File: src/nmea_rmc_sentence_parser_assert.svh
// Assertion macros for the RMC parser. Expect clk and arst_n in scope.
`ifndef NMEA_RMC_SENTENCE_PARSER_ASSERT_SVH
`define NMEA_RMC_SENTENCE_PARSER_ASSERT_SVH

// cond must hold in the same cycle whenever trig holds
`define NRMC_ASSERT_NOW(label, trig, cond, msg) \
	label: assert property (@(posedge clk) disable iff (!arst_n) (trig) |-> (cond)) \
		else $error(msg);

// cond must hold in the cycle after trig
`define NRMC_ASSERT_NEXT(label, trig, cond, msg) \
	label: assert property (@(posedge clk) disable iff (!arst_n) (trig) |=> (cond)) \
		else $error(msg);

`endif

File: src/nrmc_pkg.sv
`timescale 1ns / 1ps
package nrmc_pkg;

	localparam int FIELD_COUNT = 11;
	localparam int FIELD_IDX_W = 4;
	localparam logic [2:0] FRAC_DIGITS = 3'd4;
	localparam logic [31:0] SAT32 = 32'hFFFF_FFFF;
	localparam logic [31:0] DATE_MAX = 32'd999999;
	localparam logic [7:0] CH_NEWLINE = 8'd10;
	localparam logic [7:0] CH_COMMA = 8'h2C;
	localparam logic [7:0] CH_POINT = 8'h2E;
	localparam logic [7:0] CH_ZERO = 8'h30;
	localparam logic [7:0] CH_NINE = 8'h39;
	localparam logic [3:0] TOKENS_FULL = 4'd12;
	localparam logic [3:0] TOKEN_IDX_MAX = 4'd15;
	localparam logic [2:0] TAG_LEN = 3'd6;
	localparam logic [2:0] TAG_POS_MAX = 3'd7;

	typedef enum logic [1:0] {
		ST_OK      = 2'd0,
		ST_BAD_TAG = 2'd1,
		ST_SHORT   = 2'd2
	} status_t;

	typedef enum logic [1:0] {
		KIND_FIXED = 2'd0,
		KIND_DATE  = 2'd1,
		KIND_CHAR  = 2'd2
	} field_kind_t;

	typedef struct packed {
		status_t     status_code;
		logic [31:0] time_value;
		logic [7:0]  fix_status;
		logic [31:0] latitude;
		logic [7:0]  lat_hemisphere;
		logic [31:0] longitude;
		logic [7:0]  lon_hemisphere;
		logic [31:0] ground_speed;
		logic [31:0] track_course;
		logic [19:0] date_value;
		logic [31:0] magnetic_variation;
		logic [7:0]  variation_direction;
	} rmc_fields_t;

	function automatic field_kind_t field_kind(input logic [FIELD_IDX_W-1:0] idx);
		field_kind_t k;
		case (idx)
			4'd1, 4'd3, 4'd5, 4'd10: k = KIND_CHAR;
			4'd8:                    k = KIND_DATE;
			default:                 k = KIND_FIXED;
		endcase
		return k;
	endfunction

	function automatic logic [7:0] tag_char(input logic [2:0] pos);
		logic [7:0] c;
		case (pos)
			3'd0:    c = 8'h24; // $
			3'd1:    c = 8'h47; // G
			3'd2:    c = 8'h50; // P
			3'd3:    c = 8'h52; // R
			3'd4:    c = 8'h4D; // M
			3'd5:    c = 8'h43; // C
			default: c = 8'h00;
		endcase
		return c;
	endfunction

	function automatic logic [23:0] pow_ten(input logic [2:0] n);
		logic [23:0] p;
		case (n)
			3'd0:    p = 24'd1;
			3'd1:    p = 24'd10;
			3'd2:    p = 24'd100;
			3'd3:    p = 24'd1000;
			3'd4:    p = 24'd10000;
			3'd5:    p = 24'd100000;
			3'd6:    p = 24'd1000000;
			default: p = 24'd10000000;
		endcase
		return p;
	endfunction

endpackage

File: src/nrmc_scale.sv
`timescale 1ns / 1ps
module nrmc_scale (
	input  logic [31:0] acc,
	input  logic [2:0]  shift,
	output logic [31:0] scaled
);

	logic [55:0] product;

	always_comb begin
		product = {24'd0, acc} * {32'd0, nrmc_pkg::pow_ten(shift)};
		scaled = (|product[55:32]) ? nrmc_pkg::SAT32 : product[31:0];
	end

endmodule

File: src/nrmc_line_parser.sv
`timescale 1ns / 1ps
module nrmc_line_parser (
	input  logic                  clk,
	input  logic                  arst_n,
	input  logic                  step,
	input  logic [7:0]            data,
	output nrmc_pkg::rmc_fields_t result
);

	logic [3:0]  idx_q, idx_d, idx_end;
	logic [2:0]  tag_pos_q, tag_pos_d;
	logic        tag_ok_q, tag_ok_d, tag_ok_end;
	logic        between_q, between_d;
	logic [31:0] acc_q, acc_d;
	logic [2:0]  frac_q, frac_d;
	logic        point_q, point_d;
	logic        stop_q, stop_d;
	logic [31:0] fld_q [nrmc_pkg::FIELD_COUNT];
	logic [31:0] fld_d [nrmc_pkg::FIELD_COUNT];
	logic [31:0] fld_end [nrmc_pkg::FIELD_COUNT];
	logic [31:0] scaled;
	logic [2:0]  shift;

	function automatic logic [31:0] dec_mac(input logic [31:0] a, input logic [3:0] d,
		input logic [31:0] cap);
		logic [35:0] t;
		t = ({4'd0, a} << 3) + ({4'd0, a} << 1) + {32'd0, d};
		return (t > {4'd0, cap}) ? cap : t[31:0];
	endfunction

	assign shift = nrmc_pkg::FRAC_DIGITS - frac_q;

	nrmc_scale u_scale (
		.acc    (acc_q),
		.shift  (shift),
		.scaled (scaled)
	);

	always_comb begin
		logic                             te_active;
		logic                             in_field;
		logic [nrmc_pkg::FIELD_IDX_W-1:0] fi;
		nrmc_pkg::field_kind_t            kind;
		logic                             is_digit;
		logic [31:0]                      c_acc;
		logic [2:0]                       c_frac;
		logic                             c_point;
		logic                             c_stop;

		te_active = !between_q;
		in_field = (idx_q != 4'd0) && (idx_q <= 4'(nrmc_pkg::FIELD_COUNT));
		fi = idx_q - 4'd1;
		kind = nrmc_pkg::field_kind(fi);
		is_digit = (data >= nrmc_pkg::CH_ZERO) && (data <= nrmc_pkg::CH_NINE);

		// effect of closing the current token
		fld_end = fld_q;
		if (te_active && in_field) begin
			for (int i = 0; i < nrmc_pkg::FIELD_COUNT; i++) begin
				if (4'(i) == fi) begin
					case (kind)
						nrmc_pkg::KIND_FIXED: fld_end[i] = scaled;
						nrmc_pkg::KIND_DATE:  fld_end[i] = acc_q;
						default:              fld_end[i] = fld_q[i];
					endcase
				end
			end
		end
		tag_ok_end = tag_ok_q &&
			!(te_active && idx_q == 4'd0 && tag_pos_q != nrmc_pkg::TAG_LEN);
		idx_end = (te_active && idx_q != nrmc_pkg::TOKEN_IDX_MAX) ? idx_q + 4'd1 : idx_q;

		// result for a newline
		result = '0;
		if (idx_end == 4'd0 || !tag_ok_end) begin
			result.status_code = nrmc_pkg::ST_BAD_TAG;
		end else if (idx_end < nrmc_pkg::TOKENS_FULL) begin
			result.status_code = nrmc_pkg::ST_SHORT;
		end else begin
			result.status_code         = nrmc_pkg::ST_OK;
			result.time_value          = fld_end[0];
			result.fix_status          = fld_end[1][7:0];
			result.latitude            = fld_end[2];
			result.lat_hemisphere      = fld_end[3][7:0];
			result.longitude           = fld_end[4];
			result.lon_hemisphere      = fld_end[5][7:0];
			result.ground_speed        = fld_end[6];
			result.track_course        = fld_end[7];
			result.date_value          = fld_end[8][19:0];
			result.magnetic_variation  = fld_end[9];
			result.variation_direction = fld_end[10][7:0];
		end

		idx_d = idx_q;
		tag_pos_d = tag_pos_q;
		tag_ok_d = tag_ok_q;
		between_d = between_q;
		acc_d = acc_q;
		frac_d = frac_q;
		point_d = point_q;
		stop_d = stop_q;
		fld_d = fld_q;

		c_acc = between_q ? 32'd0 : acc_q;
		c_frac = between_q ? 3'd0 : frac_q;
		c_point = between_q ? 1'b0 : point_q;
		c_stop = between_q ? 1'b0 : stop_q;

		if (step) begin
			if (data == nrmc_pkg::CH_NEWLINE) begin
				idx_d = 4'd0;
				tag_pos_d = 3'd0;
				tag_ok_d = 1'b1;
				between_d = 1'b1;
				acc_d = 32'd0;
				frac_d = 3'd0;
				point_d = 1'b0;
				stop_d = 1'b0;
				for (int i = 0; i < nrmc_pkg::FIELD_COUNT; i++) begin
					fld_d[i] = 32'd0;
				end
			end else if (data == nrmc_pkg::CH_COMMA) begin
				idx_d = idx_end;
				tag_ok_d = tag_ok_end;
				between_d = 1'b1;
				fld_d = fld_end;
			end else begin
				between_d = 1'b0;
				if (between_q && in_field && kind == nrmc_pkg::KIND_CHAR) begin
					for (int i = 0; i < nrmc_pkg::FIELD_COUNT; i++) begin
						if (4'(i) == fi) begin
							fld_d[i] = {24'd0, data};
						end
					end
				end
				if (idx_q == 4'd0) begin
					if (tag_pos_q >= nrmc_pkg::TAG_LEN || data != nrmc_pkg::tag_char(tag_pos_q)) begin
						tag_ok_d = 1'b0;
					end
					if (tag_pos_q != nrmc_pkg::TAG_POS_MAX) begin
						tag_pos_d = tag_pos_q + 3'd1;
					end
				end else if (in_field && !c_stop) begin
					case (kind)
						nrmc_pkg::KIND_FIXED: begin
							if (is_digit) begin
								if (!c_point) begin
									c_acc = dec_mac(c_acc, data[3:0], nrmc_pkg::SAT32);
								end else if (c_frac < nrmc_pkg::FRAC_DIGITS) begin
									c_acc = dec_mac(c_acc, data[3:0], nrmc_pkg::SAT32);
									c_frac = c_frac + 3'd1;
								end
							end else if (data == nrmc_pkg::CH_POINT && !c_point) begin
								c_point = 1'b1;
							end else begin
								c_stop = 1'b1;
							end
						end
						nrmc_pkg::KIND_DATE: begin
							if (is_digit) begin
								c_acc = dec_mac(c_acc, data[3:0], nrmc_pkg::DATE_MAX);
							end else begin
								c_stop = 1'b1;
							end
						end
						default: begin
						end
					endcase
				end
				acc_d = c_acc;
				frac_d = c_frac;
				point_d = c_point;
				stop_d = c_stop;
			end
		end
	end

	always_ff @(posedge clk or negedge arst_n) begin
		if (!arst_n) begin
			idx_q <= 4'd0;
			tag_pos_q <= 3'd0;
			tag_ok_q <= 1'b1;
			between_q <= 1'b1;
			acc_q <= 32'd0;
			frac_q <= 3'd0;
			point_q <= 1'b0;
			stop_q <= 1'b0;
			for (int i = 0; i < nrmc_pkg::FIELD_COUNT; i++) begin
				fld_q[i] <= 32'd0;
			end
		end else begin
			idx_q <= idx_d;
			tag_pos_q <= tag_pos_d;
			tag_ok_q <= tag_ok_d;
			between_q <= between_d;
			acc_q <= acc_d;
			frac_q <= frac_d;
			point_q <= point_d;
			stop_q <= stop_d;
			fld_q <= fld_d;
		end
	end

endmodule

File: src/nmea_rmc_sentence_parser.sv
`timescale 1ns / 1ps
// NMEA 0183 RMC parser: one ASCII byte per word on the byte channel; a newline
// word yields one result word carrying status code and the decoded fields.
// Every byte is first registered in the input register; the tokenizer state and the
// field store then update from it, so a byte can be taken every cycle while the
// byte channel does not stall. A result is loaded into the result register as its
// newline leaves the input register. The byte channel stalls only while a newline
// sits in the input register and the result register still holds a stalled result.
`include "nmea_rmc_sentence_parser_assert.svh"
module nmea_rmc_sentence_parser (
	input  logic        clk,
	input  logic        arst_n,
	input  logic        byte_valid,
	output logic        byte_stall,
	input  logic [7:0]  data_byte,
	output logic        result_valid,
	input  logic        result_stall,
	output logic [1:0]  status_code,
	output logic [31:0] time_value,
	output logic [7:0]  fix_status,
	output logic [31:0] latitude,
	output logic [7:0]  lat_hemisphere,
	output logic [31:0] longitude,
	output logic [7:0]  lon_hemisphere,
	output logic [31:0] ground_speed,
	output logic [31:0] track_course,
	output logic [19:0] date_value,
	output logic [31:0] magnetic_variation,
	output logic [7:0]  variation_direction
);

	logic                  valid_s1;
	logic [7:0]            byte_s1;
	logic                  out_free;
	logic                  advance;
	logic                  out_load;
	logic                  accept;
	logic                  result_valid_q;
	nrmc_pkg::rmc_fields_t parsed;
	nrmc_pkg::rmc_fields_t result_q;
	logic                  pend_newline;
	logic                  err_shown;
	logic                  err_clear;

	assign out_free = !result_valid_q || !result_stall;
	assign advance = valid_s1 && (byte_s1 != nrmc_pkg::CH_NEWLINE || out_free);
	assign out_load = advance && byte_s1 == nrmc_pkg::CH_NEWLINE;
	assign byte_stall = valid_s1 && !advance;
	assign accept = byte_valid && !byte_stall;

	always_ff @(posedge clk or negedge arst_n) begin
		if (!arst_n) begin
			valid_s1 <= 1'b0;
		end else if (accept) begin
			valid_s1 <= 1'b1;
		end else if (advance) begin
			valid_s1 <= 1'b0;
		end
	end

	always_ff @(posedge clk) begin
		if (accept) begin
			byte_s1 <= data_byte;
		end
	end

	nrmc_line_parser u_parser (
		.clk    (clk),
		.arst_n (arst_n),
		.step   (advance),
		.data   (byte_s1),
		.result (parsed)
	);

	always_ff @(posedge clk or negedge arst_n) begin
		if (!arst_n) begin
			result_valid_q <= 1'b0;
		end else if (out_load) begin
			result_valid_q <= 1'b1;
		end else if (!result_stall) begin
			result_valid_q <= 1'b0;
		end
	end

	always_ff @(posedge clk) begin
		if (out_load) begin
			result_q <= parsed;
		end
	end

	assign result_valid        = result_valid_q;
	assign status_code         = result_q.status_code;
	assign time_value          = result_q.time_value;
	assign fix_status          = result_q.fix_status;
	assign latitude            = result_q.latitude;
	assign lat_hemisphere      = result_q.lat_hemisphere;
	assign longitude           = result_q.longitude;
	assign lon_hemisphere      = result_q.lon_hemisphere;
	assign ground_speed        = result_q.ground_speed;
	assign track_course        = result_q.track_course;
	assign date_value          = result_q.date_value;
	assign magnetic_variation  = result_q.magnetic_variation;
	assign variation_direction = result_q.variation_direction;

	assign pend_newline = valid_s1 && byte_s1 == nrmc_pkg::CH_NEWLINE;
	assign err_shown = result_valid_q && result_q.status_code != nrmc_pkg::ST_OK;
	assign err_clear = result_q.time_value == 32'd0 && result_q.date_value == 20'd0;

	`NRMC_ASSERT_NEXT(a_load_shows, out_load, result_valid_q, "result not shown after newline")
	`NRMC_ASSERT_NOW(a_stall_needs_byte, byte_stall, pend_newline, "stall without newline")
	`NRMC_ASSERT_NOW(a_error_zero, err_shown, err_clear, "error result carries data")
	`NRMC_ASSERT_NOW(a_date_range, result_valid_q, result_q.date_value <= 20'd999999, "date over max")

endmodule
File: config.mk
export PLATFORM = sky130hd
export DESIGN_NAME = nmea_rmc_sentence_parser
export DESIGN_NICKNAME = d
export VERILOG_FILES = /design/src/nrmc_pkg.sv /design/src/nrmc_scale.sv /design/src/nrmc_line_parser.sv /design/src/nmea_rmc_sentence_parser.sv
export VERILOG_INCLUDE_DIRS = /design/src /design/src/src
export SDC_FILE = /design/constraint.sdc
export NUM_CORES = 2
export LEC_CHECK = 0
export BUFFER_PORTS_ARGS = -buffer_cell sky130_fd_sc_hd__clkbuf_2
export CAP_MARGIN = 20
export CORE_MARGIN = 2
export CORE_UTILIZATION = 55
export DETAILED_ROUTE_END_ITERATION = 12
export GPL_ROUTABILITY_DRIVEN = 0
export PLACE_DENSITY = 0.73
export REMOVE_ABC_BUFFERS = 1
export SKIP_LAST_GASP = 1
export SLEW_MARGIN = 20
export SYNTH_ARGS = -nofsm -noshare
export SYNTH_HDL_FRONTEND = slang
export SYNTH_SLANG_ARGS = --single-unit
File: constraint.sdc
create_clock -name clk -period 11.54 [get_ports clk]
set_clock_uncertainty 0.2 [all_clocks]
set_input_delay 1.154 -clock clk [delete_from_list [all_inputs] [get_ports clk]]
set_output_delay 1.154 -clock clk [all_outputs]
set_load 0.01 [all_outputs]
=== Word level (Yosys, flattened, before mapping) ===
Cells that the tools add are included.

* Register bits: 546
* Word-level logic and storage cells: 260
* Input port bits: 12
* Output and inout port bits: 248

* Equal/unequal tests: 38
* Magnitude comparators: 8
* Muxes and demuxes: 101
* Multiply operators: 1
* Add/subtract/negate cells: 7
* Reduce and logical (&&, ||, !) cells: 71

{| class="wikitable"
|+ Operators with widths
! operator !! number
|-
| 352-bit two-way mux || 4
|-
| 32-bit two-way mux || 34
|-
| 32-bit case mux with 2 select lines || 12
|-
| 24-bit case mux with 7 select lines || 1
|-
| 32-bit by 24-bit multiplier with 56-bit output || 1
|-
| 7-bit case mux with 6 select lines || 1
|-
| 3-bit nonzero test || 14
|-
| 3-bit two-way mux || 13
|-
| 35-bit by 33-bit adder with 36-bit output || 1
|-
| 36-bit by 4-bit adder with 36-bit output || 1
|-
| 36-bit by 20-bit greater-than comparator with 1-bit output, second input constant || 1
|-
| 36-bit by 32-bit greater-than comparator with 1-bit output, second input constant || 1
|-
| 3-bit AND reduction || 12
|-
| 8-bit two-way mux || 4
|-
| 1-bit two-way mux || 26
|-
| 24-bit OR reduction || 1
|-
| 3-bit by 4-bit equality test with 1-bit output, first input constant || 4
|-
| 8-bit by 6-bit equality test with 1-bit output, second input constant || 2
|-
| 3-bit equality test, second input constant || 5
|-
| 1-bit logical AND || 15
|-
| 3-bit by 2-bit equality test with 1-bit output, second input constant || 4
|-
| 4-bit equality test, first input constant || 3
|-
| 4-bit zero test || 3
|-
| 4-bit two-way mux || 3
|-
| 39 further kinds || 60
|}

=== Logic depth before layout (Yosys ltp) ===
* Depth after elaboration: 13
* Mapped depth: 40
* Mapped depth without buffers: 32

=== Modules after synthesis ===
A second synthesis with hierarchy kept.

* Cell total of the unflattened synthesis: 5646
* Area, all modules: 51454.3 sq um

{| class="wikitable"
|+ By module, submodules not included
! module !! cells each !! sequential area each (sq um) !! instances !! area each (sq um)
|-
| nrmc_scale || 2694 || 0.0 || 1 || 23653.9
|-
| nrmc_line_parser || 2683 || 7259.5 || 1 || 20030.5
|-
| nmea_rmc_sentence_parser || 269 || 7677.4 || 1 || 7770.0
|}

=== Least setup slack after synthesis ===
Ideal clock, no wire load.

* Path type: reg2reg
* From: register u_parser.frac_q[1]
* To: register result_q (netlist bit magnetic_variation[19]), data pin
* Clock period less this slack: 10.095 ns
* Data required time: 11.083 ns
* Stages on the path, launching flop included: 37
* Slack: 1.445 ns
* Buffers on the path: 7
* Setup time: 0.257 ns
* Data arrival time: 9.638 ns
* Path through: dfrtp_1 > clkbuf_1 > clkbuf_1 > nor2_1 > ha_1 > nor2_1 > nand2_1 > and3_1 > clkbuf_1 > clkbuf_1 > and3_1 > fa_1 > inv_1 > fa_1 > fa_1 > fa_1 > inv_1 > fa_1 > fa_1 > inv_1 > fa_1 > inv_1 > ha_1 > clkbuf_1 > nand2_1 > o21ai_0 > a22oi_1 > a211oi_1 > o21ai_0 > mux2i_1 > a2111oi_0 > nand4_1 > or4_4 > buf_6 > or4_4 > buf_6 > a32o_1

* Word-level cells in the longest chain between the ends: 9
* Elaborated cells between the ends (all ways): 15
* Those cells by class: 1 x add/sub; 1 x mul; 6 x eq/ne; 5 x mux; 2 x reduce/logical

{| class="wikitable"
|+ Ends and longest elaborated chain
! element !! line !! source
|-
| start, declared || nrmc_line_parser.sv:15 || <nowiki>logic [2:0] frac_q, frac_d;</nowiki>
|-
| start signal, assigned || nrmc_line_parser.sv:197 || <nowiki>frac_q <= frac_d;</nowiki>
|-
| 3-bit subtractor * || nrmc_line_parser.sv:31 || <nowiki>assign shift = nrmc_pkg::FRAC_DIGITS - frac_q;</nowiki>
|-
| 3-bit equality test (tied with other cells) || nrmc_pkg.sv:72 || <nowiki>case (n)</nowiki>
|-
| 24-bit case mux with 7 select lines * || nrmc_pkg.sv:72 ||
|-
| 32-bit by 24-bit multiplier with 56-bit output * || nrmc_scale.sv:11 || <nowiki>product = {24'd0, acc} * {32'd0, nrmc_pkg::pow_ten(shift)};</nowiki>
|-
| 24-bit OR reduction || nrmc_scale.sv:12 || <nowiki>scaled = (|product[55:32]) ? nrmc_pkg::SAT32 : product[31:0];</nowiki>
|-
| 32-bit two-way mux * || nrmc_scale.sv:12 ||
|-
| 32-bit case mux with 2 select lines * || nrmc_line_parser.sv:61 || <nowiki>case (kind)</nowiki>
|-
| 32-bit two-way mux * || nrmc_line_parser.sv:60 || <nowiki>if (4'(i) == fi) begin</nowiki>
|-
| 352-bit two-way mux * || nrmc_line_parser.sv:58 || <nowiki>if (te_active && in_field) begin</nowiki>
|-
| end signal, assigned || nmea_rmc_sentence_parser.sv:87 || <nowiki>result_q <= parsed;</nowiki>
|-
| end, declared || nmea_rmc_sentence_parser.sv:40 || <nowiki>nrmc_pkg::rmc_fields_t result_q;</nowiki>
|}

Mark *: on every way between the ends. The rest lies on a longest branch, timed or not. The select of a mux whose other input is x is not followed.
A chain may end at the register's enable or synchronous reset.

=== Final worst setup path ===
* From: register u_parser.frac_q[2]
* To: register result_q (netlist bit magnetic_variation[15]), data pin

Same word-level chain as after synthesis.

==> results.md <==
* Data arrival, critical path at 11.14 ns
* Startpoint Class: register
* Adder-cell share of the synthesized area at 30.8%
* Post-DP HPWL at 116 mm
* Gr ovfl total at 0
* Distinct cells, synth at 90
* Pre-antenna DRT Iters at 9
* DRC at 0
* Die width at 305 um
* Register bit count reported by yosys at 546
* Rel. slew slack at 19.6%
* Power Total at 5450 uW
* Mapped Cells at 5,169
* Vias in the first global route at 40,300
* Avg Cell Area, Syn at 9.63 sq um
* Drt total wl at 156 mm
* Slew Viols, Final at 0
* Post-layout util at 60.3%
* Cell row count at 110
* Final setup TNS at 0 ns
* Post-synthesis mux area share at 0.478%
* CP Class: reg -> reg
* Fin nets at 6,189
* Worst skew pair latency at 0.63 ns
* Ratio of final minimum period to clock period at 94.9%
* Hold buffers post-CTS at 0
* H-tree Lvls at 2
* Post-Syn Area at 49,800 sq um
* IO Count at 260
* Die area at 92,900 sq um
* Post-Synth XOR/XNOR Area at 1.18%
* CORE AREA at 89,900 sq um
* CP Max Fanout at 41
* Post-Synth Simple-Gate Area at 15.0%
* Most used cell, CP: fa_1
* Clk buf depth at 3
* Reg-to-reg critical path endpoint: magnetic_variation[15]
* Max cap viols at 0
* Worst-Margin Slew at 1.21 ns
* CTS sink cnt at 546
* Post-cts resize count at 0
* Die H at 305 um
* FF-to-FF Start: u_parser.frac_q[2]
* R2R setup slack at 0.58 ns
* Sequential fraction of the synthesis area at 30.0%
* Fin Hold WS at 0.165 ns
* Slowest-stage cell, CP: or4_1
* RSZ-0062 raised after global routing: true
* GRT Util Overall at 33.6%
* Ys flop type: dfrtp_1
* Reg clk slew, reported paths at 0.07 ns
* Avg WL per Cell at 23.9 um
* Layout area overhead at 8.98%
* CP endpoint kind: register
* Antenna-violating nets left at 0
* Post-DR vias/cell at 6.18
* Fmax at 0.0913 GHz
* Final hold vios at 0
* Largest family of logic cells by synthesized area: adder cells
* Worst hold-check path type: in -> async
* Port-buffer cells at 259
* Initial antenna violation count at 0
* Yosys warning total at 0
* CP max stage delay at 0.78 ns
* Final setup fails at 0
* Pwr dens at 100 nW/um^2
* Status: completed
* Initial Util at 55.4%
* Req. time, crit path at 11.73 ns
* Clk root buf: clkbuf_16
* Detailed-route via count at 40,300
* FFs w/ async S/R, synth at 53.5%
* Post-synth EDFFs at 254
* Pleak at 0.0253 uW
* Final min period at 10.96 ns
* Post-synthesis compound-gate area fraction at 13.9%
* IR drop worst, VDD at 138 uV
* R2R cell count at 31
* First-pass GRT wire length at 241 mm
* CTS tree: done
* Layout cells sized above 1 at 10.6%
* CTS Buf Count at 52
* Initial drt markers at 5,073
* Largest net degree at the start of global routing at 165
[flip-flops by register name (all words and copies together) (netlist names), 20 cells and up]
register,flops
track_course,32
time_value,32
u_parser.fld_q,244
u_parser.acc_q,32
ground_speed,32
latitude,32
date_value,20
longitude,32
magnetic_variation,32
[layout by cell type, fill, tap and decap left out, types with 34 or more instances in the layout]
cell	instances
edfxtp_1	254
inv_1	800
clkbuf_2	258
nand2_1	552
clkbuf_16	53
a22o_1	153
nor3_1	67
a21o_1	47
and2_1	248
a21oi_1	249
nor2b_1	70
fa_1	567
dfrtp_1	289
xnor2_1	34
nand3_1	55
o21ai_0	279
ha_1	318
buf_4	114
nor2_1	231
and3_1	85
nand4_1	36
[metal layers]
layer / vias up / global-route usage, % / part of all wire [%]
met2: 2554 / 51.2 / 44
met1: 19900 / 45.8 / 39
met4: 0 / 13.6 / 4.6
met5: - / 0 / 0
li1: 17400 / - / -
met3: 386 / 9.11 / 12
[synth_stat cells, drive strengths merged (12+ instances only)]
cell / number / area share, %
a22o: 153 / 2.7
buf: 38 / 0.50
and3: 85 / 1.1
nand3: 56 / 0.56
or2: 15 / 0.19
a211o: 12 / 0.21
a22oi: 21 / 0.32
inv: 801 / 6.0
xor2: 33 / 0.58
o211ai: 14 / 0.22
nand2: 555 / 4.2
a21oi: 251 / 2.5
clkbuf: 271 / 2.0
nor2: 237 / 1.8
or4: 14 / 0.27
a211oi: 26 / 0.40
nand2b: 19 / 0.24
nor4: 25 / 0.65
fa: 567 / 23
o31ai: 35 / 0.56
o21a: 27 / 0.41
o22ai: 28 / 0.36
a32o: 27 / 0.54
or3: 23 / 0.29
nor2b: 70 / 0.88
nor3: 74 / 0.78
xnor2: 34 / 0.60
edfxtp: 254 / 15
dfrtp: 290 / 15
and2: 251 / 3.2
nand4: 36 / 0.45
ha: 318 / 8.0
o41ai: 18 / 0.32
a21o: 47 / 0.71
o21ai: 301 / 3.0
[where the power goes]
group | switching [uW] | internal (uW) | total [uW]
registers | 71.1 | 2070 | 2140
logic | 1050 | 414 | 1460
clock network | 789 | 1050 | 1840
[worst max path at each step]
| stage | start | end | slack [ns] | depth (start not counted) |
|---|---|---|---|---|
| floorplan | u_parser.frac_q[1] | ground_speed[22] | 0.40 | 30 |
| global placement | u_parser.frac_q[0] | magnetic_variation[3] | 0.83 | 36 |
| detailed placement | u_parser.frac_q[2] | track_course[8] | 0.69 | 31 |
| CTS | u_parser.frac_q[2] | latitude[8] | 0.68 | 31 |
| global route | u_parser.frac_q[2] | ground_speed[12] | -0.005 | 31 |
| finish | u_parser.frac_q[2] | magnetic_variation[15] | 0.58 | 31 |
[stage by stage]
step	setup slack, ns	instances	area [sq um]
2_1_floorplan	0.403	4860	48500
3_3_place_gp	0.831	6409	52300
4_1_cts	0.682	6509	54100
3_5_place_dp	0.691	6411	52300
5_1_grt	-0.00461	6512	54200
6_report	0.583	6513	54200
[timing repair]
action                                 CTS  global route
endpoints found under the hold margin    0             0
setup endpoints to repair                0            10
setup buffers                            0             2
[logic make-up after synthesis]
logic type,count (synthesis)
compound gates,1053
xor+xnor,67
fa+ha+maj,885
buf+inv,1111
flops,546
mux,22
simple gates,1485
[worst max-delay path, delay by kind of cell, from the launching register on]
family	cells	cell delay, ns
AOI/OAI and AO/OA	6	2.07
adders and majority gates	9	4.17
buffers and inverters	7	0.83
DFF	1	0.48
muxes	1	0.15
and+or+nand+nor	8	2.78
[final cells by class]
| type | count | area, sq um |
|---|---|---|
| multi-input cells | 3512 | 30700 |
| clock buffers | 69 | 1460 |
| repair buffers | 378 | 2280 |
| inverters | 802 | 3020 |
| fillers | 7414 | 35700 |
| well taps | 1176 | 1470 |
| flip-flops and latches | 546 | 14900 |
| clock inverters | 29 | 380 |
| diodes | 1 | 2.50 |
(Power assumes the default switching activity.)
